[src/rtl/core/u8sd_pkg.sv]
`default_nettype none

package u8sd_pkg;

   typedef struct packed {
      logic [7:0] in_byte;
      logic       end_of_buffer;
   } req_type;

   typedef struct packed {
      logic [15:0] code_point;
      logic        status;
   } rsp_type;

   // what the decoder tells the pipeline control about the current item
   typedef struct packed {
      logic emit;
      logic idle;
   } dec_status_type;

   localparam logic STATUS_OK  = 1'b0;
   localparam logic STATUS_BAD = 1'b1;

   localparam logic [7:0] ASCII_LIMIT  = 8'h80;
   localparam logic [7:0] LEAD2_MASK   = 8'hE0;
   localparam logic [7:0] LEAD2_CODE   = 8'hC0;
   localparam logic [7:0] LEAD3_MASK   = 8'hF0;
   localparam logic [7:0] LEAD3_CODE   = 8'hE0;
   localparam logic [7:0] CONT_MASK    = 8'hC0;
   localparam logic [7:0] CONT_CODE    = 8'h80;
   localparam logic [7:0] CONT_PAYLOAD = 8'h3F;
   localparam logic [7:0] LEAD2_PAYLOAD = 8'h1F;
   localparam logic [7:0] LEAD3_PAYLOAD = 8'h0F;

endpackage

`default_nettype wire

[src/rtl/core/u8sd_decode.sv]
`default_nettype none

module u8sd_decode
   import u8sd_pkg::*;
(
   input  wire logic           clock,
   input  wire logic           reset,
   input  wire logic           step,
   input  wire req_type        item,
   output dec_status_type      dec_status,
   output rsp_type             result
);

   logic [1:0] bytes_remaining_ff, bytes_remaining_in;
   logic [9:0] partial_value_ff, partial_value_in;
   logic       sequence_bad_ff, sequence_bad_in;

   logic        emit;
   logic [15:0] cp;
   logic        bad;
   logic [1:0]  rem_dec;

   always_comb begin
      bytes_remaining_in = bytes_remaining_ff;
      partial_value_in   = partial_value_ff;
      sequence_bad_in    = sequence_bad_ff;
      emit               = 1'b0;
      result.code_point  = 16'h0000;
      result.status      = STATUS_BAD;
      bad                = sequence_bad_ff | ((item.in_byte & CONT_MASK) != CONT_CODE);
      cp                 = {partial_value_ff, item.in_byte[5:0] & CONT_PAYLOAD[5:0]};
      rem_dec            = bytes_remaining_ff - 2'd1;

      if (bytes_remaining_ff == 2'd0) begin
         if (item.in_byte < ASCII_LIMIT) begin
            emit              = 1'b1;
            result.code_point = {8'h00, item.in_byte};
            result.status     = STATUS_OK;
         end else if ((item.in_byte & LEAD2_MASK) == LEAD2_CODE) begin
            if (item.end_of_buffer) begin
               emit = 1'b1;
            end else begin
               bytes_remaining_in = 2'd1;
               partial_value_in   = {2'b00, item.in_byte & LEAD2_PAYLOAD};
               sequence_bad_in    = 1'b0;
            end
         end else if ((item.in_byte & LEAD3_MASK) == LEAD3_CODE) begin
            if (item.end_of_buffer) begin
               emit = 1'b1;
            end else begin
               bytes_remaining_in = 2'd2;
               partial_value_in   = {2'b00, item.in_byte & LEAD3_PAYLOAD};
               sequence_bad_in    = 1'b0;
            end
         end else begin
            // four-byte lead, stray continuation or invalid lead byte
            emit = 1'b1;
         end
      end else begin
         if (rem_dec == 2'd0) begin
            emit               = 1'b1;
            result.code_point  = bad ? 16'h0000 : cp;
            result.status      = bad ? STATUS_BAD : STATUS_OK;
            bytes_remaining_in = 2'd0;
            partial_value_in   = 10'd0;
            sequence_bad_in    = 1'b0;
         end else if (item.end_of_buffer) begin
            // cut short by end of buffer
            emit               = 1'b1;
            bytes_remaining_in = 2'd0;
            partial_value_in   = 10'd0;
            sequence_bad_in    = 1'b0;
         end else begin
            bytes_remaining_in = rem_dec;
            partial_value_in   = cp[9:0];
            sequence_bad_in    = bad;
         end
      end
   end

   assign dec_status = '{emit: emit, idle: (bytes_remaining_ff == 2'd0)};

   always_ff @(posedge clock) begin
      if (reset) begin
         bytes_remaining_ff <= 2'd0;
         partial_value_ff   <= 10'd0;
         sequence_bad_ff    <= 1'b0;
      end else if (step) begin
         bytes_remaining_ff <= bytes_remaining_in;
         partial_value_ff   <= partial_value_in;
         sequence_bad_ff    <= sequence_bad_in;
      end
   end

endmodule

`default_nettype wire

[src/rtl/core/utf8_stream_decoder_top.sv]
`default_nettype none

// channel   direction  handshake               payload
// req       in         req_valid / req_stall   req_item : req_type (in_byte, end_of_buffer)
// rsp       out        rsp_valid / rsp_stall   rsp_item : rsp_type (code_point, status)
//
// one byte per cycle sustained while rsp_stall is low; a byte's result is loaded into the
// result register when the byte leaves the input register (input register, then decode
// into the result register); a byte produces zero or one result; the decode state advances
// when the byte leaves the input register
// reset is synchronous and empties both registers and returns the decoder to idle
// rsp_stall holds the result register and, through it, the input register; req_stall
// rises only while the input register holds a byte that cannot move on

module utf8_stream_decoder_top
   import u8sd_pkg::*;
(
   input  wire logic    clock,
   input  wire logic    reset,
   input  wire logic    req_valid,
   output logic         req_stall,
   input  wire req_type req_item,
   output logic         rsp_valid,
   input  wire logic    rsp_stall,
   output rsp_type      rsp_item
);

   logic           in_vld_ff;
   req_type        in_item_ff;
   logic           out_vld_ff, out_vld_in;
   rsp_type        out_item_ff;
   logic           out_free;
   logic           advance;
   logic           req_take;
   dec_status_type dec_status;
   rsp_type        dec_result;

   u8sd_decode u_decode (
      .clock      (clock),
      .reset      (reset),
      .step       (advance),
      .item       (in_item_ff),
      .dec_status (dec_status),
      .result     (dec_result)
   );

   assign out_free  = !out_vld_ff || !rsp_stall;
   assign advance   = in_vld_ff && out_free;
   assign req_stall = in_vld_ff && !out_free;
   assign req_take  = req_valid && !req_stall;
   assign out_vld_in = advance ? dec_status.emit : (out_vld_ff && rsp_stall);

   always_ff @(posedge clock) begin
      if (reset) begin
         in_vld_ff  <= 1'b0;
         out_vld_ff <= 1'b0;
      end else begin
         if (req_take || advance) begin
            in_vld_ff <= req_take;
         end
         out_vld_ff <= out_vld_in;
      end
   end

   always_ff @(posedge clock) begin
      if (req_take) begin
         in_item_ff <= req_item;
      end
      if (advance && dec_status.emit) begin
         out_item_ff <= dec_result;
      end
   end

   assign rsp_valid = out_vld_ff;
   assign rsp_item  = out_item_ff;

   // invalid results always carry a zero code point
   a_bad_is_zero : assert property (@(posedge clock) disable iff (reset)
      rsp_valid && rsp_item.status == STATUS_BAD |-> rsp_item.code_point == 16'h0000)
      else $error("invalid result with nonzero code point");

   // an ascii byte seen while idle comes straight out as a valid result
   a_ascii_pass : assert property (@(posedge clock) disable iff (reset)
      advance && dec_status.idle && in_item_ff.in_byte < ASCII_LIMIT |=>
         rsp_valid && rsp_item.status == STATUS_OK
         && rsp_item.code_point == {8'h00, $past(in_item_ff.in_byte)})
      else $error("ascii byte not passed through");

   // a decoded result is never dropped on the way to the result register
   a_emit_lands : assert property (@(posedge clock) disable iff (reset)
      advance && dec_status.emit |=> rsp_valid)
      else $error("decoded result lost");

   // the decoder never stays mid-sequence on a byte that ends a buffer
   a_eob_idle : assert property (@(posedge clock) disable iff (reset)
      advance && in_item_ff.end_of_buffer |=> dec_status.idle)
      else $error("decoder not idle after end of buffer");

endmodule

`default_nettype wire
[config.mk]
export PLATFORM = sky130hd
export DESIGN_NAME = utf8_stream_decoder_top
export DESIGN_NICKNAME = d
export VERILOG_FILES = /design/src/rtl/core/u8sd_pkg.sv /design/src/rtl/core/u8sd_decode.sv /design/src/rtl/core/utf8_stream_decoder_top.sv
export SDC_FILE = /design/constraint.sdc
export NUM_CORES = 1
export LEC_CHECK = 0
export BUFFER_PORTS_ARGS = -buffer_cell sky130_fd_sc_hd__clkbuf_2
export CORE_MARGIN = 10
export CORE_UTILIZATION = 54
export DETAILED_ROUTE_END_ITERATION = 7
export HOLD_SLACK_MARGIN = 0.03
export PLACE_DENSITY = 0.78
export SLEW_MARGIN = 40
export SYNTH_ARGS = -nofsm -noshare
export SYNTH_HDL_FRONTEND = slang
export SYNTH_SLANG_ARGS = --single-unit
[constraint.sdc]
create_clock -name clock -period 3.1 [get_ports clock]
set_input_delay 0.465 -clock clock [delete_from_list [all_inputs] [get_ports clock]]
set_output_delay 0.465 -clock clock [all_outputs]
set_load 0.005 [all_outputs]
# After elaboration in Yosys (flattened, before gate mapping)
# Cells that the tools add are included.
dict set report word_totals {
  out_inout_bits 19
  regBits 41
  wordCells 69
}
dict set report classes {
  n_reduce_logical 15
  bitwise 1
  add_sub_neg 1
  n_mux 35
  magnitude_cmp 1
  eq_ne 7
}
# cell count
set op_table {}
lappend op_table {{2-to-1 mux 10 bit} 8}
lappend op_table {{2-to-1 mux 17 bit} 2}
lappend op_table {{2-to-1 mux 16 bit} 1}
lappend op_table {{2-to-1 mux 2 bit} 8}
lappend op_table {{2-to-1 mux 1 bit} 15}
lappend op_table {{2-to-1 mux 9 bit} 1}
lappend op_table {{less-than comparator 8 bit, second input constant} 1}
lappend op_table {{!= test 3 bit, second input constant} 2}
lappend op_table {{logical AND 1 bit} 5}
lappend op_table {{AND reduction 5 bit} 1}
lappend op_table {{== test 4 bit, second input constant} 1}
lappend op_table {{logical NOT 1 bit} 4}
lappend op_table {{logical NOT 2 bit} 2}
lappend op_table {{!= test 2 bit, second input constant} 2}
lappend op_table {{== test 3 bit, second input constant} 1}
lappend op_table {{!= test 3 x 1 -> 1 bit, second input constant} 1}
lappend op_table {{AND reduction 3 bit} 1}
lappend op_table {{logical OR 1 bit} 2}
lappend op_table {{subtractor 2 x 1 -> 2 bit, second input constant} 1}
lappend op_table {{bitwise OR 1 bit} 1}

# Longest topological paths before layout
# Gate-level depths: netlist (run 1).
dict set report depth {
  depth_word 7
  ltp_mapped 7
  ltp_nobuf 6
}

# By module
# A second synthesis (run 1) with hierarchy kept.
dict set report unflattened {
  hier_cells 145
  hier_area_um2 1724.2
}
# mod cells_each area_per_inst_um2 seq_area_each_um2 n_inst
set by_module_without_submodules {}
lappend by_module_without_submodules {utf8_stream_decoder_top 38 874.6 820.8 1}
lappend by_module_without_submodules {u8sd_decode 107 849.6 260.2 1}

# Worst setup path after synthesis (run 1)
# No wires, ideal clock.
dict set report synth_path {
  path_type {reg2reg}
  start {reg u_decode.bytes_remaining_ff[1]}
  end {reg out_item_ff, in the netlist rsp_item[0] (enable)}
  t_arrival_ns 1.357
  path_stages_with_launch 6
  required_ns 2.725
  period_less_slack_ns 1.732
  slack_ns 1.368
  setup_time_ns 0.375
  cell_sequence {dfxtp_1 > inv_1 > ha_1 > nor3_2 > a31oi_1 > and3_1}
}
dict set report synth_between {
  elab_chain_len 5
  elab_cells_between_ends 6
  cone_classes {add/sub (1); mux (2); reduce/logical (3)}
}
# element line
set synth_rtl {}
lappend synth_rtl {{from (decl)} u8sd_decode.sv:14} ;# logic [1:0] bytes_remaining_ff, bytes_remaining_in;
lappend synth_rtl {{from (signal assigned)} u8sd_decode.sv:89} ;# bytes_remaining_ff <= bytes_remaining_in;
lappend synth_rtl {{subtractor 2 x 1 -> 2 bit} u8sd_decode.sv:32} ;# rem_dec = bytes_remaining_ff - 2'd1;
lappend synth_rtl {{logical NOT 2 bit} u8sd_decode.sv:60} ;# if (rem_dec == 2'd0) begin
lappend synth_rtl {{2-to-1 mux 1 bit} u8sd_decode.sv:60}
lappend synth_rtl {{2-to-1 mux 1 bit *} u8sd_decode.sv:34} ;# if (bytes_remaining_ff == 2'd0) begin
lappend synth_rtl {{logical AND 1 bit *} utf8_stream_decoder_top.sv:69} ;# if (advance && dec_status.emit) begin
lappend synth_rtl {{to (signal assigned)} utf8_stream_decoder_top.sv:70} ;# out_item_ff <= dec_result;
lappend synth_rtl {{to (decl)} utf8_stream_decoder_top.sv:31} ;# rsp_type out_item_ff;
# Mark *: on every way between the ends. The rest lies on a longest branch, timed or not.
# A chain may end at the register's enable or synchronous reset.

# Worst setup path after layout (run 1)
dict set report layout_path {
  start {reg u_decode.bytes_remaining_ff[1]}
  end {reg out_item_ff, in the netlist rsp_item[2] (enable)}
}
# Same word-level chain as after synthesis.

==> results.rst, run 1 <==
.. list-table::
   :header-rows: 1

   * - Metric
     - Value
   * - Maximum number of pins on one net before global-route repair
     - 18
   * - Power, Total
     - 0.00103 W
   * - Count of TritonRoute iterations in the first routing pass
     - 4
   * - Die X
     - 74.7 um
   * - Areal power density over the cells
     - 549 nW/um2
   * - Leading cell type in the layout, fill and taps excluded
     - clkbuf_2
   * - Total GRT Usage
     - 0.122
   * - Setup clock skew after layout
     - 0.00829 ns
   * - Detail-routed via count per cell
     - 5.64
   * - CP Data Arrival Time
     - between 1.5 and 2 ns
   * - Number of buffers added on ports
     - 31
   * - Gp weighted congestion
     - 0.820
   * - Crit end category
     - flop
   * - Final hold violations
     - 0
   * - Main combinational cell family by area after synthesis
     - simple AND/OR/NAND/NOR gates
   * - Synthesized cell area
     - 1610 um2
   * - Period minus WS final
     - 2.00 ns
   * - Yosys reg bits
     - 41
   * - GRT Residual Overflow
     - 0
   * - Synth area leaders
     - edfxtp_1 (48%), dfxtp_1 (19%), and3_1 (4.3%), nor2b_2 (3.3%), nor2_1 (2.6%)
   * - Yosys warns
     - 0
   * - Routed Wire Length
     - 3.09 mm
   * - Period Utilization, post-route
     - 0.645
   * - Post-synthesis xor/xnor area fraction
     - 0
   * - Proportion of total power due to net switching
     - 0.204
   * - I/O pin total
     - 32
   * - Complex-gate fraction of the synthesized area
     - 0.0915
   * - Clock sink count
     - 41
   * - Fraction of layout instances using a drive strength above 1
     - 0.325
   * - Post-layout nets
     - 175
   * - Worst-path cell chain
     - inv_1 > ha_1 > nor3_2 > a31oi_1 > and3_1
   * - Clock tree from TritonCTS
     - done
   * - Multiplexer share of the synthesized area
     - 0
   * - Critical path's slowest cell
     - and3_1
   * - Setup repair after global routing missed its margin
     - false
   * - Switching pwr
     - 0.000209 W
   * - CTS H-tree lvls
     - 2
   * - Bufs and invs on worst path
     - 1
   * - Drt wl/cell
     - 16.2 um
   * - Final sum of negative setup slack
     - 0 ns
   * - Die Height
     - 74.7 um
   * - Postcts setup bufs
     - 0
   * - Number of gates resized after cts
     - 0
   * - Worst path required time
     - 3.09 ns
   * - Worst Path Max Fanout
     - 17
   * - Family with the most delay on the worst path
     - simple AND/OR/NAND/NOR gates
   * - Synth Area in Adders
     - 0.0233
   * - Worst slew margin relative to its limit
     - 0.522
   * - Leak
     - 0.759 nW
   * - Clk_lat worst skew
     - 0.35 ns
   * - Comb power frac
     - 0.056
   * - Maximum clock frequency
     - 500 MHz
   * - Full die area
     - roughly 5600 um2
   * - Sequential group share of total power
     - 0.597
   * - Yosys cell types
     - 32
   * - Class of the tightest hold or removal check
     - input port to flop
   * - First-pass GRT wire length
     - 5.03 mm
   * - Tightest hold margin
     - 0.286 ns
   * - Total of endpoints with negative setup slack in the final report
     - 0
   * - Run status
     - finished clean
   * - Synthesized instance count
     - 124
   * - Area of the core
     - between 2000 and 3000 um2
   * - Residual DRC
     - 0
   * - Number of buffers between clock root and the deepest sink
     - 2
   * - Number of antenna violations at the first check in global routing
     - 0
   * - Sequential cell area fraction in the yosys report
     - 0.670
   * - Initial core utilization
     - 0.575
   * - Utilization after layout
     - 0.667
   * - Fraction of power consumed by the clock network
     - 0.347
   * - Leading cell types in the layout, fill and taps excluded
     - clkbuf_2 (31), edfxtp_1 (26), dfxtp_1 (15)
   * - Net count after synthesis
     - between 100 and 150
   * - Mean area per synthesized cell
     - about 13 um2
   * - DRT antenna net count
     - 0
   * - Number of max-capacitance violations reported
     - 0
   * - Post-DP HPWL
     - ~2.2 mm
   * - Antenna diode instance count
     - 0
   * - Area fraction of the dominant cell type after synthesis
     - 0.484
   * - VDD IR max
     - 0.313 mV
   * - Cell type with the highest aggregate area in the netlist
     - edfxtp_1
   * - Slew @ Worst Pin
     - slightly above 0.7 ns
   * - Largest stage delay on the critical path
     - between 0.6 and 0.7 ns
   * - Vias after detailed routing
     - 1,078
   * - Row Count
     - 19
   * - Initial DRC Count
     - 56
   * - TritonCTS buffer count
     - 5
   * - Critical path startpoint category
     - flop
   * - Worst Path Class, Setup
     - flop to flop
   * - Cts-stage hold buffer count
     - 0
   * - Simple-gate share of the synthesized area
     - 0.195
   * - Clock root buffer
     - clkbuf_4
   * - Internal power component
     - between 0.0008 and 0.0009 W
   * - Clock slew seen by the registers of the worst setup and hold paths
     - 0.10 ns
   * - Layout-stage area growth over the synthesis result
     - 15.9%
   * - Via count of the first global-routing pass
     - around 1,100
   * - Pins Over Slew Limit
     - 0
cell families after synthesis:
logic type               count (synthesis)
AO/OA/AOI/OAI                           20
adder cells (fa/ha/maj)                  3
buffers and inverters                    6
flip-flops                              41
AND/OR/NAND/NOR                         54
worst register-to-register path: stages, from the launching register on:
cell	delay, ns
dfxtp_1	0.33
inv_1	0.10
ha_1	0.28
nor3_2	0.08
a31oi_1	0.19
and3_1	0.66
flip-flops by register name (all words and copies together) (netlist names):
signal,cells
u_decode.partial_value_ff,10
rsp_valid,1
in_item_ff,9
in_vld_ff,1
u_decode.bytes_remaining_ff,2
u_decode.sequence_bad_ff,1
rsp_item,17
layer usage:
| metal | GRT usage | routed length [um] | up-vias |
|---|---|---|---|
| met5 | 0 | 0 | - |
| met4 | 0.0966 | 109 | 0 |
| met3 | 0.0578 | 236 | 12 |
| met2 | 0.184 | 1390 | 44 |
| met1 | 0.128 | 1350 | 497 |
| li1 | - | - | 525 |
through the flow:
stage                     area, um2  cells  setup slack, ns
after floorplan                1610    124             1.37
after global placement         1790    183             1.22
after detailed placement       1790    183             1.09
after CTS                      1870    191             1.11
after global routing           1870    191            0.957
final                          1870    191             1.10
worst paths after layout:
check,slack (ns),endpoint,cells after the start,from
worst max register to register,1.10,rsp_item[2]$_DFFE_PP_,5,u_decode.bytes_remaining_ff[1]$_SDFFE_PP0P_
worst max-delay path,1.10,rsp_item[2]$_DFFE_PP_,5,u_decode.bytes_remaining_ff[1]$_SDFFE_PP0P_
worst min-delay path,0.29,in_item_ff[6]$_DFFE_PP_,1,req_item[6]
worst min register to register,0.47,u_decode.partial_value_ff[4]$_SDFFE_PP0P_,2,u_decode.partial_value_ff[4]$_SDFFE_PP0P_
power by group through the flow:
stage          registers [W]  clock network (W)  logic (W)
6_report            0.000613           0.000356  0.0000572
5_1_grt             0.000616           0.000382  0.0000639
4_1_cts             0.000613           0.000367  0.0000580
3_5_place_dp        0.000625                  0  0.0000578
3_3_place_gp        0.000624                  0  0.0000560
2_1_floorplan       0.000623                  0  0.0000305
cell usage after synthesis (all sizes together):
master and number:
a21oi 7, a22o 1, a22oi 5, a311oi 1, a31oi 1, and2 1, and3 12, and3b 1
buf 2, clkbuf 1, dfxtp 15, edfxtp 26, ha 3, inv 3, nand2 10, nand3 5
nand4 1, nor2 13, nor2b 7, nor3 1, nor3b 1, nor4 1, o2111a 1, o2111ai 1
o211ai 1, o21ai 2, or2b 1
final cells by class:
cell class / count / area (um2)
Clock inverter: 1 / 30.0
Clock buffer: 7 / 55.1
Multi-Input combinational cell: 77 / 499
Inverter: 3 / 11.3
Tap cell: 31 / 38.8
Sequential cell: 41 / 1080
Timing Repair Buffer: 31 / 155
Fill cell: 215 / 935
No activity file was read; power rests on OpenSTA's default activity.
==> run 2, diff against run 1 <==
Settings changed: CORE_UTILIZATION 54 to 53, PLACE_DENSITY 0.78 to 0.77.
Clock period 3.1 ns to 1.9 ns, I/O delays scaled along.
==> run 2 against run 1 <==
Against the previous run: clock skew grew 0.0034 ns; sequential share of layout area decreased by 0.15 points; first-iteration DRC count increased by 18%; register-to-register slack lost 0.88 ns; non-clock buffer count rose by 4; core utilization fell by 0.38 points; global-route usage grew 0.084 points; power grew 46%; hold slack worse by 0.18 ns; critical endpoint is now rsp_item[3]$_DFFE_PP_; largest cell class unchanged; largest power group unchanged.
==> results.rst, run 2 (same netlist as run 1, synthesis figures left out) <==
.. list-table::
   :header-rows: 1

   * - Metric
     - Value
   * - Vias after detailed routing
     - 1,077
   * - Number of max-capacitance violations reported
     - 0
   * - Largest stage delay on the critical path
     - 0.43 ns
   * - Clock root buffer
     - clkbuf_4
   * - Family with the most delay on the worst path
     - flip-flops
   * - Final hold violations
     - 0
   * - Setup repair after global routing missed its margin
     - false
   * - Critical path startpoint category
     - flop
   * - GRT Residual Overflow
     - 0
   * - First-pass GRT wire length
     - 5.12 mm
   * - Antenna diode instance count
     - 0
   * - Full die area
     - 5650 um2
   * - Reg-to-reg critical path endpoint
     - rsp_item[3]$_DFFE_PP_
   * - Crit end category
     - flop
   * - Levels on crit path
     - 6
   * - Period minus WS final
     - 1.68 ns
   * - Final sum of negative setup slack
     - 0 ns
   * - Clock slew seen by the registers of the worst setup and hold paths
     - 0.11 ns
   * - Register-to-Register Path Depth
     - 6
   * - Die X
     - 75.2 um
   * - Post-DP HPWL
     - roughly 2.3 mm
   * - Setup slack of the worst register-to-register path
     - 0.22 ns
   * - Period Utilization, post-route
     - 0.886
   * - Worst path required time
     - between 2 and 2.5 ns
   * - Number of flip-flops in the largest register
     - 17
   * - Drt wl/cell
     - 15.9 um
   * - Pins Over Slew Limit
     - 0
   * - TritonCTS buffer count
     - 5
   * - Setup clock skew after layout
     - 0.0117 ns
   * - Detail-routed via count per cell
     - 5.52
   * - Via count of the first global-routing pass
     - 1,107
   * - Row Count
     - 19
   * - Gp weighted congestion
     - about 0.86
   * - Fraction of layout instances using a drive strength above 1
     - 0.329
   * - Worst setup path end
     - rsp_item[3]$_DFFE_PP_
   * - Number of buffers between clock root and the deepest sink
     - 2
   * - Post-layout nets
     - 179
   * - Areal power density over the cells
     - around 800 nW/um2
   * - Maximum clock frequency
     - ~590 MHz
   * - Clk_lat worst skew
     - 0.35 ns
   * - CP Data Arrival Time
     - 1.79 ns
   * - Worst Path Max Fanout
     - 8
   * - Postcts setup bufs
     - 0
   * - VDD IR max
     - 0.519 mV
   * - Leading cell type in the layout, fill and taps excluded
     - clkbuf_2
   * - Utilization after layout
     - 0.663
   * - Clock sink count
     - 41
   * - Critical path's slowest cell
     - dfxtp_1
   * - Layout-stage area growth over the synthesis result
     - 16.2%
   * - DRT antenna net count
     - 0
   * - Worst slew margin relative to its limit
     - 0.572
   * - Residual DRC
     - 0
   * - CTS H-tree lvls
     - 2
   * - Slew @ Worst Pin
     - 0.635 ns
   * - Initial core utilization
     - 0.571
   * - Tightest hold margin
     - 0.102 ns
   * - Die Height
     - between 70 and 80 um
   * - Post-Layout Cell Count
     - 195
   * - Worst Path Class, Setup
     - flop to flop
   * - Setup crit start
     - u_decode.bytes_remaining_ff[0]$_SDFFE_PP0P_
   * - Area of the core
     - 2830 um2
   * - Count of TritonRoute iterations in the first routing pass
     - 4
   * - Leak
     - 0.760 nW
   * - Reg2reg start
     - u_decode.bytes_remaining_ff[0]$_SDFFE_PP0P_
   * - Total of endpoints with negative setup slack in the final report
     - 0
   * - Worst-path cell chain
     - inv_1 > ha_1 > nor3_2 > a31oi_1 > and3_1 > buf_4
   * - Run status
     - finished clean
   * - Total GRT Usage
     - 0.122
   * - Routed Wire Length
     - around 3 mm
   * - Initial DRC Count
     - 66
   * - I/O pin total
     - 32
   * - Cells after DPL
     - 187
   * - Maximum number of pins on one net before global-route repair
     - 16
   * - Clock tree from TritonCTS
     - done
   * - Leading cell types in the layout, fill and taps excluded
     - clkbuf_2 (31), edfxtp_1 (26), dfxtp_1 (15)
   * - Power, Total
     - 0.00150 W
   * - Number of buffers added on ports
     - 31
   * - Class of the tightest hold or removal check
     - input port to flop
   * - Bufs and invs on worst path
     - 2
   * - Number of antenna violations at the first check in global routing
     - 0
## run 2: worst min path at each step
stage / cells past startpoint / to / startpoint / slack, ns
5_1_grt: 1 / in_item_ff[7]$_DFFE_PP_ / req_item[7] / 0.07
3_3_place_gp: 2 / u_decode.partial_value_ff[4]$_SDFFE_PP0P_ / u_decode.partial_value_ff[4]$_SDFFE_PP0P_ / 0.44
2_1_floorplan: 1 / u_decode.bytes_remaining_ff[1]$_SDFFE_PP0P_ / reset / 0.35
3_5_place_dp: 2 / u_decode.partial_value_ff[4]$_SDFFE_PP0P_ / u_decode.partial_value_ff[4]$_SDFFE_PP0P_ / 0.45
6_report: 1 / in_item_ff[7]$_DFFE_PP_ / req_item[7] / 0.10
4_1_cts: 1 / in_item_ff[7]$_DFFE_PP_ / req_item[7] / 0.09
## run 2: layout make-up
class / instances / area [um2]
flip-flops and latches: 41 / 1080
fillers: 200 / 953
clock buffers: 8 / 48.8
repair buffers: 35 / 185
well taps: 31 / 38.8
inverters: 3 / 11.3
multi-input cells: 77 / 510
## run 2: through the flow
step	instance area (um2)	setup slack (ns)
after floorplan	1610	0.168
after global placement	1820	0.312
after detailed placement	1820	0.180
after CTS	1860	0.170
after global routing	1880	0.0693
final	1880	0.216
## run 2: where the power goes
| part | total [W] | internal (W) | leakage [nW] | switching [W] |
|---|---|---|---|---|
| clock network | 0.000402 | 0.000148 | 0.0265 | 0.000254 |
| logic | 0.000102 | 0.0000444 | 0.361 | 0.0000576 |
| registers | 0.000999 | 0.000981 | 0.373 | 0.0000183 |
## run 2: what timing repair did
| item | CTS | global route |
|---|---|---|
| setup endpoints to repair | 0 | 2 |
| hold buffers | 0 | 0 |
| resized for setup | 0 | 1 |
## run 2: metal layers
metal	GRT usage	wire, um
met4	0.0742	83
met2	0.207	1530
met5	0	0
met3	0.0460	218
met1	0.127	1260
